==> config.mk <==
export PLATFORM = sky130hd
export DESIGN_NAME = console_line_editor
export DESIGN_NICKNAME = d
export VERILOG_FILES = /design/src/cle_pkg.sv /design/src/console_line_editor.sv
export SDC_FILE = /design/constraint.sdc
export NUM_CORES = 1
export LEC_CHECK = 0
export ABC_AREA = 1
export BUFFER_PORTS_ARGS = -buffer_cell sky130_fd_sc_hd__buf_2
export CAP_MARGIN = 0
export CORE_MARGIN = 5
export CORE_UTILIZATION = 50
export CTS_CLUSTER_SIZE = 16
export DETAILED_ROUTE_END_ITERATION = 10
export PLACE_DENSITY_LB_ADDON = 0.15
export SLEW_MARGIN = 30
export SYNTH_ARGS = -nofsm -noshare
export SYNTH_HDL_FRONTEND = slang
export SYNTH_SLANG_ARGS = --single-unit
==> constraint.sdc <==
create_clock -name clk -period 3.4 [get_ports clk]
set_clock_uncertainty 0.05 [all_clocks]
set_input_delay 0.51 -clock clk [delete_from_list [all_inputs] [get_ports clk]]
set_output_delay 0.51 -clock clk [all_outputs]
set_load 0.01 [all_outputs]
==> src/cle_pkg.sv <==
// shared types and constants for the console line editor
// used by console_line_editor; depends on nothing else
package cle_pkg;

  localparam int BYTE_W         = 8;
  localparam int CAP_W          = 6;
  localparam int DEF_LINE_DEPTH = 32;

  localparam logic [CAP_W-1:0] CAP_RESET = 6'd32;
  localparam logic [CAP_W-1:0] CAP_MIN   = 6'd2;

  localparam logic [BYTE_W-1:0] CH_NUL   = 8'h00;
  localparam logic [BYTE_W-1:0] CH_BS    = 8'h08;
  localparam logic [BYTE_W-1:0] CH_LF    = 8'h0A;
  localparam logic [BYTE_W-1:0] CH_CR    = 8'h0D;
  localparam logic [BYTE_W-1:0] CH_SPACE = 8'h20;
  localparam logic [BYTE_W-1:0] CH_TILDE = 8'h7E;
  localparam logic [BYTE_W-1:0] CH_DEL   = 8'h7F;

  localparam logic DEST_ECHO = 1'b0;
  localparam logic DEST_LINE = 1'b1;

  typedef enum logic [3:0] {
    S_IDLE,
    S_ECHO,
    S_NL,
    S_BS1,
    S_SP,
    S_BS2,
    S_LREAD,
    S_LPUT,
    S_TERM
  } cle_state_t;

  // what follows the echo of the received byte
  typedef enum logic [1:0] {
    K_ECHO,
    K_EOL,
    K_ERASE,
    K_FLUSH
  } cle_kind_t;

endpackage

==> src/console_line_editor.sv <==
// console line editor: echo, erase and line assembly over a line store with one write and one read port
// depends on cle_pkg for character codes, sequencer states and widths
//
//  channel | direction | handshake            | payload
//  --------+-----------+----------------------+-------------------------
//  in      | in        | in_valid / in_stall  | rx_byte
//  out     | out       | out_valid / out_stall| dest, out_byte, last
//  cfg     | in        | cfg_wr_en            | cfg_wr_data (line_capacity)
//
// one item at a time: results leave one per cycle while out_stall is low,
// and a completed line first passes through S_LREAD for the line store read.
// rst is synchronous: clears the fill count, the sequencer and the output stage
// and sets line_capacity to 32; the line store itself is not cleared.
// out_stall holds the output register and the sequencer; in_stall is low only
// when the sequencer is idle, even while the last result is still waiting.
module console_line_editor #(
  parameter int LINE_DEPTH = cle_pkg::DEF_LINE_DEPTH
) (
  input  logic                       clk,
  input  logic                       rst,
  input  logic                       in_valid,
  output logic                       in_stall,
  input  logic [cle_pkg::BYTE_W-1:0] rx_byte,
  output logic                       out_valid,
  input  logic                       out_stall,
  output logic                       dest,
  output logic [cle_pkg::BYTE_W-1:0] out_byte,
  output logic                       last,
  input  logic                       cfg_wr_en,
  input  logic [cle_pkg::CAP_W-1:0]  cfg_wr_data
);
  import cle_pkg::*;

  localparam int IDX_W = (LINE_DEPTH > 1) ? $clog2(LINE_DEPTH) : 1;
  localparam int DEP_W = $clog2(LINE_DEPTH + 1);
  localparam int CMP_W = (CAP_W > DEP_W) ? CAP_W : DEP_W;

  cle_state_t state, state_next;
  cle_kind_t  kind, kind_next;

  logic [CAP_W-1:0]  line_capacity;
  logic [IDX_W-1:0]  fill_count;
  logic [IDX_W-1:0]  idx;
  logic [BYTE_W-1:0] cur_byte;

  logic [BYTE_W-1:0] line_store [LINE_DEPTH];
  logic [BYTE_W-1:0] rd_data;

  logic              in_take;
  logic              out_free;
  logic              push;
  logic              push_dest;
  logic [BYTE_W-1:0] push_byte;
  logic              push_last;
  logic              rd_en;
  logic [IDX_W-1:0]  rd_addr;
  logic              wr_en;

  logic [CMP_W-1:0]  cap_ext, eff_cap, full, fill_ext, fill_inc;
  logic              is_eol, is_erase, is_print;
  logic              fill_empty, idx_at_end;

  // effective capacity, saturated to 2 .. LINE_DEPTH
  always_comb begin
    cap_ext = CMP_W'(line_capacity);
    if (cap_ext < CMP_W'(CAP_MIN)) begin
      eff_cap = CMP_W'(CAP_MIN);
    end else if (cap_ext > CMP_W'(LINE_DEPTH)) begin
      eff_cap = CMP_W'(LINE_DEPTH);
    end else begin
      eff_cap = cap_ext;
    end
    full     = eff_cap - CMP_W'(1);
    fill_ext = CMP_W'(fill_count);
    fill_inc = fill_ext + CMP_W'(1);
  end

  assign is_eol     = (rx_byte == CH_CR) || (rx_byte == CH_LF);
  assign is_erase   = (rx_byte == CH_BS) || (rx_byte == CH_DEL);
  assign is_print   = (rx_byte >= CH_SPACE) && (rx_byte <= CH_TILDE);
  assign fill_empty = (fill_count == '0);
  assign idx_at_end = ((idx + IDX_W'(1)) == fill_count);

  assign in_take  = in_valid && !in_stall;
  assign out_free = !out_valid || !out_stall;
  assign wr_en    = in_take && is_print && (fill_ext < full);

  always_comb begin
    kind_next = K_ECHO;
    if (is_eol) begin
      kind_next = K_EOL;
    end else if (is_erase) begin
      kind_next = fill_empty ? K_ECHO : K_ERASE;
    end else if (is_print) begin
      if (fill_ext < full) begin
        kind_next = (fill_inc >= full) ? K_FLUSH : K_ECHO;
      end else begin
        kind_next = K_FLUSH;
      end
    end
  end

  // next state
  always_comb begin
    state_next = state;
    case (state)
      S_IDLE: begin
        if (in_take) state_next = S_ECHO;
      end
      S_ECHO: begin
        if (out_free) begin
          case (kind)
            K_EOL:   state_next = S_NL;
            K_ERASE: state_next = S_BS1;
            K_FLUSH: state_next = fill_empty ? S_TERM : S_LREAD;
            default: state_next = S_IDLE;
          endcase
        end
      end
      S_NL: begin
        if (out_free) state_next = fill_empty ? S_TERM : S_LREAD;
      end
      S_BS1: begin
        if (out_free) state_next = S_SP;
      end
      S_SP: begin
        if (out_free) state_next = S_BS2;
      end
      S_BS2: begin
        if (out_free) state_next = S_IDLE;
      end
      S_LREAD: state_next = S_LPUT;
      S_LPUT: begin
        if (out_free && idx_at_end) state_next = S_TERM;
      end
      S_TERM: begin
        if (out_free) state_next = S_IDLE;
      end
      default: state_next = S_IDLE;
    endcase
  end

  // outputs of the sequencer
  always_comb begin
    in_stall  = 1'b1;
    push      = 1'b0;
    push_dest = DEST_ECHO;
    push_byte = cur_byte;
    push_last = 1'b0;
    rd_en     = 1'b0;
    rd_addr   = idx;
    case (state)
      S_IDLE: begin
        in_stall = 1'b0;
      end
      S_ECHO: begin
        push      = out_free;
        push_last = (kind == K_ECHO);
      end
      S_NL: begin
        push      = out_free;
        push_byte = CH_LF;
      end
      S_BS1: begin
        push      = out_free;
        push_byte = CH_BS;
      end
      S_SP: begin
        push      = out_free;
        push_byte = CH_SPACE;
      end
      S_BS2: begin
        push      = out_free;
        push_byte = CH_BS;
        push_last = 1'b1;
      end
      S_LREAD: begin
        rd_en   = 1'b1;
        rd_addr = idx;
      end
      S_LPUT: begin
        push      = out_free;
        push_dest = DEST_LINE;
        push_byte = rd_data;
        // fetch the next stored byte as this one leaves
        rd_en     = out_free && !idx_at_end;
        rd_addr   = idx + IDX_W'(1);
      end
      S_TERM: begin
        push      = out_free;
        push_dest = DEST_LINE;
        push_byte = CH_NUL;
        push_last = 1'b1;
      end
      default: begin
        in_stall = 1'b1;
      end
    endcase
  end

  always_ff @(posedge clk) begin
    if (rst) begin
      state         <= S_IDLE;
      kind          <= K_ECHO;
      fill_count    <= '0;
      idx           <= '0;
      line_capacity <= CAP_RESET;
      out_valid     <= 1'b0;
    end else begin
      state <= state_next;
      if (cfg_wr_en) line_capacity <= cfg_wr_data;
      if (in_take) begin
        kind <= kind_next;
        idx  <= '0;
        if (wr_en) begin
          fill_count <= fill_count + IDX_W'(1);
        end else if (is_erase && !fill_empty) begin
          fill_count <= fill_count - IDX_W'(1);
        end
      end
      if (state == S_LPUT && out_free) idx <= idx + IDX_W'(1);
      if (state == S_TERM && out_free) fill_count <= '0;
      if (push) begin
        out_valid <= 1'b1;
      end else if (!out_stall) begin
        out_valid <= 1'b0;
      end
    end
  end

  always_ff @(posedge clk) begin
    if (in_take) cur_byte <= rx_byte;
    if (push) begin
      dest     <= push_dest;
      out_byte <= push_byte;
      last     <= push_last;
    end
  end

  // line store: one write port, one registered read port
  always_ff @(posedge clk) begin
    if (wr_en) line_store[fill_count] <= rx_byte;
    if (rd_en) rd_data <= line_store[rd_addr];
  end

endmodule
==> metrics.cfg, run 1 <==
[cts]
cts_inserted_buffers = 34
clk_latency_ns = 0.51
cts_tree = done
root_buffer = clkbuf_16
cts_buffer_depth = 3
clkSinkCount = 305
clk_pin_slew_ns = 0.06
cts_max_level = 2

[floorplan]
core_um2 = 28600
core.rowCount = 62
die_h_um = 180
die_area_um2 = 32400
start_util_pct = 50.4
die_x_um = 180
io-pin-count = 31

[timing]
max_slew_margin_pct = 45.2
rsz0062_at_grt = yes
drv_slew = 0
worstMarginPinSlew_ns = 0.813
fin_tns_setup_ns = 0
min_period_ns = 3.23
final.period_utilization_pct = 95.1
fmax_ghz = 0.309
setup_viol_count_final = 0
finalHoldViolCount = 0
final.setup.worst_slack_ns = 0.168

[detailed_routing]
dr.pass1.iters = 6
drcViolationCount = 0
drt_wl_total_mm = 36.8
via_per_inst = 5.26
drtIter0Drc = 1030
wl_per_cell_um = 18.6
postRouteAntennaNets = 0
num_vias = 10400

[worst_hold_path]
hold_path_class = primary input to flop

[worst_setup_path]
critical_path_class = flop to flop
crit_family = compound AO/OA/AOI/OAI gates
path_max_fanout = 5
slowest_delay_ns = 0.34
cp-start-kind = flop
path_buf_inv = 3
required_ns = 3.77
crit_slowest_cell = ha_1
crit_chain = nor2_2 -> nand3_2 -> o21ai_2 -> buf_4 -> inv_1 -> nor2_2 -> nor2_1 -> nand2_1 -> xor2_2 -> ha_1 -> a21oi_2 -> o21bai_1 -> a21oi_2 -> nand2_2 -> ha_1 -> buf_4 -> nand3_1 -> nand3_1 -> xor2_1 -> a211oi_1
arrival_ns = 3.60
cp-end-kind = flop

[power]
peakVddDrop_v = 0.000267
swShare_pct = 28.0
p_per_area_nw_per_um2 = 572
power.switching_mw = 2.64
power.leakage_nw = 7.12
internal_power_mw = 6.77
p_seq_share_pct = 47.4
p_clk_share_pct = 34.6
combPwrFrac_pct = 18.0
power_mw = 9.41

[logic_synthesis]
async_reset_ff_share_pct = 0
synth.distinct_cells = 38
synth_area_per_cell_um2 = 9.75
synthTopCellsByArea = edfxtp_1 59%, nand3_1 11%, nand2_1 7.9%
synth_top_area_share_pct = 58.7
synth_compound_area_share_pct = 2.99
synth_xor_area_share_pct = 0.668
muxShareOfSynthArea_pct = 0
yosys_register_bits = 305
syn_nets = 1520
synth_top_family_by_area = simple AND/OR/NAND/NOR gates
yosysWarningCount = 0
synth_seq_area_share_pct = 61.9
synth_area_um2 = 14400
synth_simple_gate_area_share_pct = 22.4
ys.flop_type = edfxtp_1
synthAdderAreaFrac_pct = 1.87
syn_inst = 1480
synth-edff-count = 282
yosysTopAreaCell = edfxtp_1

[finish]
area_growth_pct = 14.0
diodes = 0
drive_above_1_share_pct = 12.6
nets = 1606
mostFrequentLayoutCell = nand3_1
post-route-util_pct = 57.5
stdcell_area_um2 = 16500
layout_common_cells = 308 x nand3_1, 298 x nand2_1, 283 x inv_1

[placement]
placed_area_um2 = 15400
place_congestion = 0.936
hpwl_mm = 23.9
port_buffers = 30
dpl_worst_slack_ns = -0.156

[global_routing]
grt_pass1_wl_mm = 56.7
grt_pass1_vias = 10100
overflow = 0
grt_start_max_net_pins = 65
antenna_found_initial = 0
gr-usage-all-layers_pct = 22.4

[status]
status = finished clean

[run]
drv_cap = 0

[synth_stat cells, types with 5 or more instances]
library cell,count
clkbuf_1,10
nand2_1,303
edfxtp_1,282
dfxtp_1,23
buf_2,33
nand3_1,310
buf_6,10
o21ai_0,16
ha_1,20
a22o_1,5
a21oi_1,30
nand2_2,6
buf_4,8
nand3b_1,16
xor2_1,7
nor2_1,72
inv_1,286
[through the flow]
| step | hold slack, ns | std cells |
|---|---|---|
| 2_1_floorplan | 0.389 | 1480 |
| 3_3_place_gp | 0.404 | 1909 |
| 3_5_place_dp | 0.410 | 1911 |
| 4_1_cts | 0.149 | 1968 |
| 5_1_grt | 0.155 | 1971 |
| 6_report | 0.164 | 1971 |
[metal layers]
layer	track usage [%]	routed length [um]
met1	30.9	15700
met2	36.2	17200
met3	3.90	2690
met4	7.62	1190
met5	0	0
[final timing paths]
kind             startpoint            end  slack [ns]  cells past startpoint
max              cap_ext[4]  fill_count[3]        0.17                     20
min          cfg_wr_data[5]     cap_ext[5]        0.16                      3
max reg2reg      cap_ext[4]  fill_count[3]        0.17                     20
min reg2reg          idx[4]         idx[4]        0.42                      2
[registers in the layout, summed over array words and instances (netlist names), 2 cells and up]
register,flops
line_store,256
cur_byte,8
out_byte,8
rd_data,8
cap_ext,6
fill_count,5
idx,5
state,4
kind,2
[worst min-delay path, delay by kind of cell]
family          cells  cell delay, ns
compound gates      2            0.11
buf+inv             1            0.08
[cell families (layout without fill, tap and decap cells)]
| kind of cell | count (synthesis) | count (layout) |
|---|---|---|
| DFF | 305 | 305 |
| adders and majority gates | 21 | 21 |
| AOI/OAI and AO/OA | 70 | 70 |
| and+or+nand+nor | 721 | 721 |
| other | 1 | 1 |
| buffers and inverters | 351 | 458 |
| xor gates and xnor gates | 11 | 11 |
[what timing repair did]
action / CTS / global route
hold buffers: 0 / 0
buffers inserted: 0 / 3
endpoints found under the setup margin: 257 / 257
pin swaps: 0 / 8
gates resized for setup: 4 / 23
gates cloned: 0 / 0
[power by group through the flow]
stage	sequential (mW)	clock (mW)	combinational, mW
2_1_floorplan	4.56	0	0.994
3_3_place_gp	4.54	0	1.60
3_5_place_dp	4.54	0	1.63
4_1_cts	4.46	3.32	1.64
5_1_grt	4.49	3.48	1.90
6_report	4.47	3.26	1.69
[layout make-up]
type / count / area [um2]
inverters: 290 / 1090
fillers: 2475 / 12200
repair buffers: 111 / 848
clock buffers: 43 / 886
clock inverters: 14 / 82.6
well taps: 384 / 480
flip-flops and latches: 305 / 8930
multi-input cells: 824 / 4140
Power figures use the tool's default switching activity.
==> inputs of run 2 (changes only) <==
==> constraint.sdc (replaced) <==
create_clock -name clk -period 3.42 [get_ports clk]
set_clock_uncertainty 0.05 [all_clocks]
set_input_delay 0.513 -clock clk [delete_from_list [all_inputs] [get_ports clk]]
set_output_delay 0.513 -clock clk [all_outputs]
set_load 0.01 [all_outputs]
==> metrics.cfg, run 2 (synthesis gave the netlist of run 1 again) <==
[worst_setup_path]
critical_path_class = flop to flop
crit_slowest_cell = dfxtp_2
cp-start-kind = flop
slowest_delay_ns = 0.32
path_max_fanout = 8
cp-end-kind = flop
arrival_ns = 3.43
cp_common_cell = buf_4
required_ns = 3.59
crit_chain = nor2_2 -> nand3_2 -> o21ai_2 -> buf_4 -> inv_4 -> nor2_4 -> nor2_1 -> nand2_1 -> xor2_2 -> ha_4 -> a21oi_2 -> o21bai_1 -> a21oi_2 -> nand2_4 -> buf_4 -> inv_2 -> nand2_1 -> buf_4 -> nor2_1 -> buf_4

[finish]
diodes = 0
final_cells = 1975
fillers = 2447
layout_common_cells = 308 x nand3_1, 302 x nand2_1, 283 x inv_1
post-route-util_pct = 58.0
mostFrequentLayoutCell = nand3_1
area_growth_pct = 15.1
nets = 1606
largest_register_ffs = 256
drive_above_1_share_pct = 12.9
top_register = line_store

[cts]
clk_latency_ns = 0.51
cts_max_level = 2
root_buffer = clkbuf_16
cts_tree = done
clkSinkCount = 305
cts_buffer_depth = 3
cts_inserted_buffers = 34
clk_pin_slew_ns = 0.06

[detailed_routing]
wl_per_cell_um = 18.8
via_per_inst = 5.29
drcViolationCount = 0
dr.pass1.iters = 6
num_vias = 10400
drt_wl_total_mm = 37.2
postRouteAntennaNets = 0
drtIter0Drc = 965

[floorplan]
die_area_um2 = 32400
die_h_um = 180
io-pin-count = 31
die_x_um = 180
core_um2 = 28600
core.rowCount = 62
start_util_pct = 50.4

[placement]
dp_cells = 1911
place_congestion = 0.860
hpwl_mm = 24.0
port_buffers = 30

[global_routing]
gr-usage-all-layers_pct = 22.8
grt_start_max_net_pins = 65
overflow = 0
grt_pass1_wl_mm = 57.3
grt_pass1_vias = 10100
antenna_found_initial = 1

[power]
p_clk_share_pct = 36.5
power_mw = 9.72
power.switching_mw = 2.69
internal_power_mw = 7.03
power.leakage_nw = 7.19
combPwrFrac_pct = 17.8
peakVddDrop_v = 0.000483
swShare_pct = 27.7
p_per_area_nw_per_um2 = 585
p_seq_share_pct = 45.7

[timing]
max_slew_margin_pct = 35.1
fmax_ghz = 0.307
worstMarginPinSlew_ns = 0.966
setup_viol_count_final = 0
min_period_ns = 3.26
finalHoldViolCount = 0
drv_slew = 0
final.period_utilization_pct = 95.3

[run]
drv_cap = 0

[status]
status = finished clean

[worst_hold_path]
hold_path_class = primary input to flop

[run 2: worst paths after layout]
| check | startpoint | slack, ns | to | cells past startpoint |
|---|---|---|---|---|
| max | cap_ext[4] | 0.16 | line_store[20][6] | 20 |
| min | cfg_wr_data[4] | 0.18 | cap_ext[4] | 3 |
| max reg2reg | cap_ext[4] | 0.16 | line_store[20][6] | 20 |
| min reg2reg | idx[4] | 0.41 | idx[4] | 2 |
[run 2: layout make-up]
cell class | count | area (um2) | area share (%)
sequential | 305 | 8930 | 53.7
multi-input combinational | 824 | 4180 | 25.1
inverter | 290 | 1090 | 6.58
clock buffer | 41 | 898 | 5.41
timing repair buffer | 111 | 850 | 5.11
tap | 384 | 480 | 2.89
clock inverter | 20 | 185 | 1.11
[run 2: per-layer routing]
layer	up-vias	wire (um)	GRT usage, %
met1	4946	15900	31.1
li1	5035	-	-
met3	91	2610	4.67
met2	373	17500	36.4
met4	2	1180	8.08
met5	-	13	0
[run 2: through the flow]
stage / hold WS [ns] / setup slack, ns / setup TNS, ns / instance area (um2)
2_1_floorplan: 0.389 / 0.235 / 0 / 14400
3_3_place_gp: 0.408 / 0.00316 / 0 / 15400
3_5_place_dp: 0.403 / -0.156 / -0.308 / 15400
4_1_cts: 0.157 / 0.0311 / 0 / 16500
5_1_grt: 0.164 / -0.0140 / -0.231 / 16600
6_report: 0.178 / 0.160 / 0 / 16600
[run 2: power by group through the flow]
stage | sequential [mW] | clock (mW) | combinational [mW]
after global routing | 4.46 | 3.80 | 1.91
after detailed placement | 4.52 | 0 | 1.62
after global placement | 4.51 | 0 | 1.59
after floorplan | 4.53 | 0 | 0.988
final | 4.44 | 3.55 | 1.73
after CTS | 4.44 | 3.62 | 1.63
[run 2: critical path, delay by kind of cell, from the launching register on]
| family | cells | cell delay, ns |
|---|---|---|
| adders and majority gates | 1 | 0.24 |
| xor gates and xnor gates | 1 | 0.21 |
| DFF | 1 | 0.32 |
| buffers and inverters | 6 | 0.78 |
| and+or+nand+nor | 8 | 0.81 |
| AOI/OAI and AO/OA | 4 | 0.57 |
[run 2: timing repair]
item                       CTS  global route
pin swaps                    0            14
cloned                       0             0
hold endpoints to repair     0             0
hold buffers                 0             0
setup endpoints to repair   54           257
buffers inserted             0             3
resized for setup            3            31
==> inputs of run 3 (changes only) <==
--- a/config.mk
+++ b/config.mk
@@ -13,6 +13,7 @@
 export CTS_CLUSTER_SIZE = 16
 export DETAILED_ROUTE_END_ITERATION = 10
 export PLACE_DENSITY_LB_ADDON = 0.15
+export SETUP_SLACK_MARGIN = 0.5
 export SLEW_MARGIN = 30
 export SYNTH_ARGS = -nofsm -noshare
 export SYNTH_HDL_FRONTEND = slang
==> metrics.cfg, run 3 (synthesis gave the netlist of run 1 again) <==
[finish]
drive_above_1_share_pct = 14.1
top_register = line_store
post-route-util_pct = 58.8
area_growth_pct = 16.6
fillers = 2480
largest_register_ffs = 256
nets = 1604
final_cells = 1973
mostFrequentLayoutCell = nand3_1
stdcell_area_um2 = 16800
layout_common_cells = 306 x nand3_1, 296 x nand2_1, 283 x inv_1
diodes = 0

[global_routing]
antenna_found_initial = 0
grt_start_max_net_pins = 65
gr-usage-all-layers_pct = 22.7
grt_pass1_vias = 10100
overflow = 0
grt_pass1_wl_mm = 57.6

[worst_setup_path]
cp_common_cell = nand2_1
rr_startpoint = cap_ext[4]
crit_slowest_cell = dfxtp_2
setup.worst_path.end = fill_count[4]
cp-end-kind = flop
cp-start-kind = flop
crit_chain = nor2_2 -> nand3_2 -> o21ai_2 -> nand2_1 -> o21ai_2 -> inv_1 -> ha_2 -> nand2_2 -> xnor2_2 -> ha_1 -> inv_2 -> o21bai_1 -> a21oi_2 -> nand2_4 -> ha_4 -> inv_4 -> o21bai_1 -> a31oi_2 -> nand4_1 -> nand2_1 -> nand2_1 -> nand2_1 -> nor2_1
arrival_ns = 3.58
regToRegEndpoint = fill_count[4]
required_ns = 3.74
cp-startpoint = cap_ext[4]
reg2reg_slack_ns = 0.16
path_max_fanout = 5
slowest_delay_ns = 0.33
r2r_cells = 23
critical_path_class = flop to flop

[detailed_routing]
num_vias = 10300
drcViolationCount = 0
via_per_inst = 5.23
postRouteAntennaNets = 0
dr.pass1.iters = 6
drt_wl_total_mm = 37.0
drtIter0Drc = 1137
wl_per_cell_um = 18.8

[timing]
worstMarginPinSlew_ns = 0.911
rsz0062_at_grt = yes
min_period_ns = 3.26
finalHoldViolCount = 0
drv_slew = 0
fmax_ghz = 0.307
max_slew_margin_pct = 39.0
final.period_utilization_pct = 95.3
hold_slack_ns = 0.164
setup_viol_count_final = 0

[floorplan]
core.rowCount = 62
io-pin-count = 31
die_x_um = 180
die_h_um = 180
die_area_um2 = 32400
start_util_pct = 50.4
core_um2 = 28600

[cts]
clk_pin_slew_ns = 0.06
cts_max_level = 2
cts_inserted_buffers = 34
clkSinkCount = 305
cts_buffer_depth = 3
cts_tree = done
root_buffer = clkbuf_16
clk_latency_ns = 0.52

[power]
peakVddDrop_v = 0.000381
p_seq_share_pct = 46.0
combPwrFrac_pct = 17.7
p_per_area_nw_per_um2 = 575
power.switching_mw = 2.69
power.leakage_nw = 7.22
internal_power_mw = 6.98
swShare_pct = 27.8
p_clk_share_pct = 36.2

[status]
status = finished clean

[placement]
port_buffers = 30
hpwl_mm = 24.2
dp_cells = 1901
place_congestion = 0.882
placed_area_um2 = 15300

[worst_hold_path]
hold_path_class = primary input to flop

[run]
drv_cap = 0

run 3: changes by cell type in the layout (fill, tap and decap cells not counted), sizes merged:
cell,before,now
buf,111,109
inv,292,291
clkinvlp,2,3
run 3: worst max-delay path: cells and delay by family (launching register included):
family,cells,cell delay (ns)
AND/OR/NAND/NOR,10,0.90
AO/OA/AOI/OAI,6,0.77
adder cells (fa/ha/maj),3,0.75
flip-flops,1,0.33
buffers and inverters,3,0.18
XOR/XNOR,1,0.13
run 3: worst min-delay path by stage:
stage,to,from,cells past startpoint
floorplan,idx[4],idx[4],2
global placement,idx[4],idx[4],2
detailed placement,idx[4],idx[4],2
CTS,cap_ext[5],cfg_wr_data[5],3
global route,cap_ext[5],cfg_wr_data[5],3
finish,cap_ext[5],cfg_wr_data[5],3
run 3: cell type report:
cell class | count | area (um2) | share of cell area, %
tap | 384 | 480 | 2.86
clock inverter | 20 | 201 | 1.20
multi-input combinational | 824 | 4310 | 25.6
clock buffer | 41 | 877 | 5.21
sequential | 305 | 8930 | 53.1
inverter | 290 | 1090 | 6.51
timing repair buffer | 109 | 923 | 5.49
run 3: power by group through the flow:
stage	clock (mW)	combinational [mW]	sequential, mW
finish	3.51	1.72	4.45
detailed placement	0	1.55	4.52
floorplan	0	0.991	4.53
CTS	3.57	1.67	4.45
global route	3.73	1.92	4.47
global placement	0	1.53	4.52
run 3: routing by layer:
| layer | global-route usage, % | wire length, um | vias to the layer above |
|---|---|---|---|
| met5 | 0 | 0 | - |
| li1 | - | - | 5036 |
| met1 | 32.0 | 16200 | 4876 |
| met2 | 36.6 | 17300 | 324 |
| met4 | 7.80 | 1190 | 0 |
| met3 | 3.23 | 2260 | 76 |
run 3: what timing repair did:
| item | CTS | global route |
|---|---|---|
| resized for setup | 72 | 19 |
| setup buffers | 8 | 3 |
| endpoints found under the setup margin | 260 | 262 |
| pin swaps | 9 | 13 |
| endpoints found under the hold margin | 0 | 0 |
| hold buffers | 0 | 0 |
run 3: per-stage QoR:
stage / TNS, ns / power, mW / setup WS (ns)
2_1_floorplan: 0 / 5.52 / 0.366
3_3_place_gp: 0 / 6.05 / 0.0755
3_5_place_dp: -0.0824 / 6.08 / -0.0824
4_1_cts: 0 / 9.69 / 0.199
5_1_grt: -7.60 / 10.1 / -0.146
6_report: 0 / 9.68 / 0.159
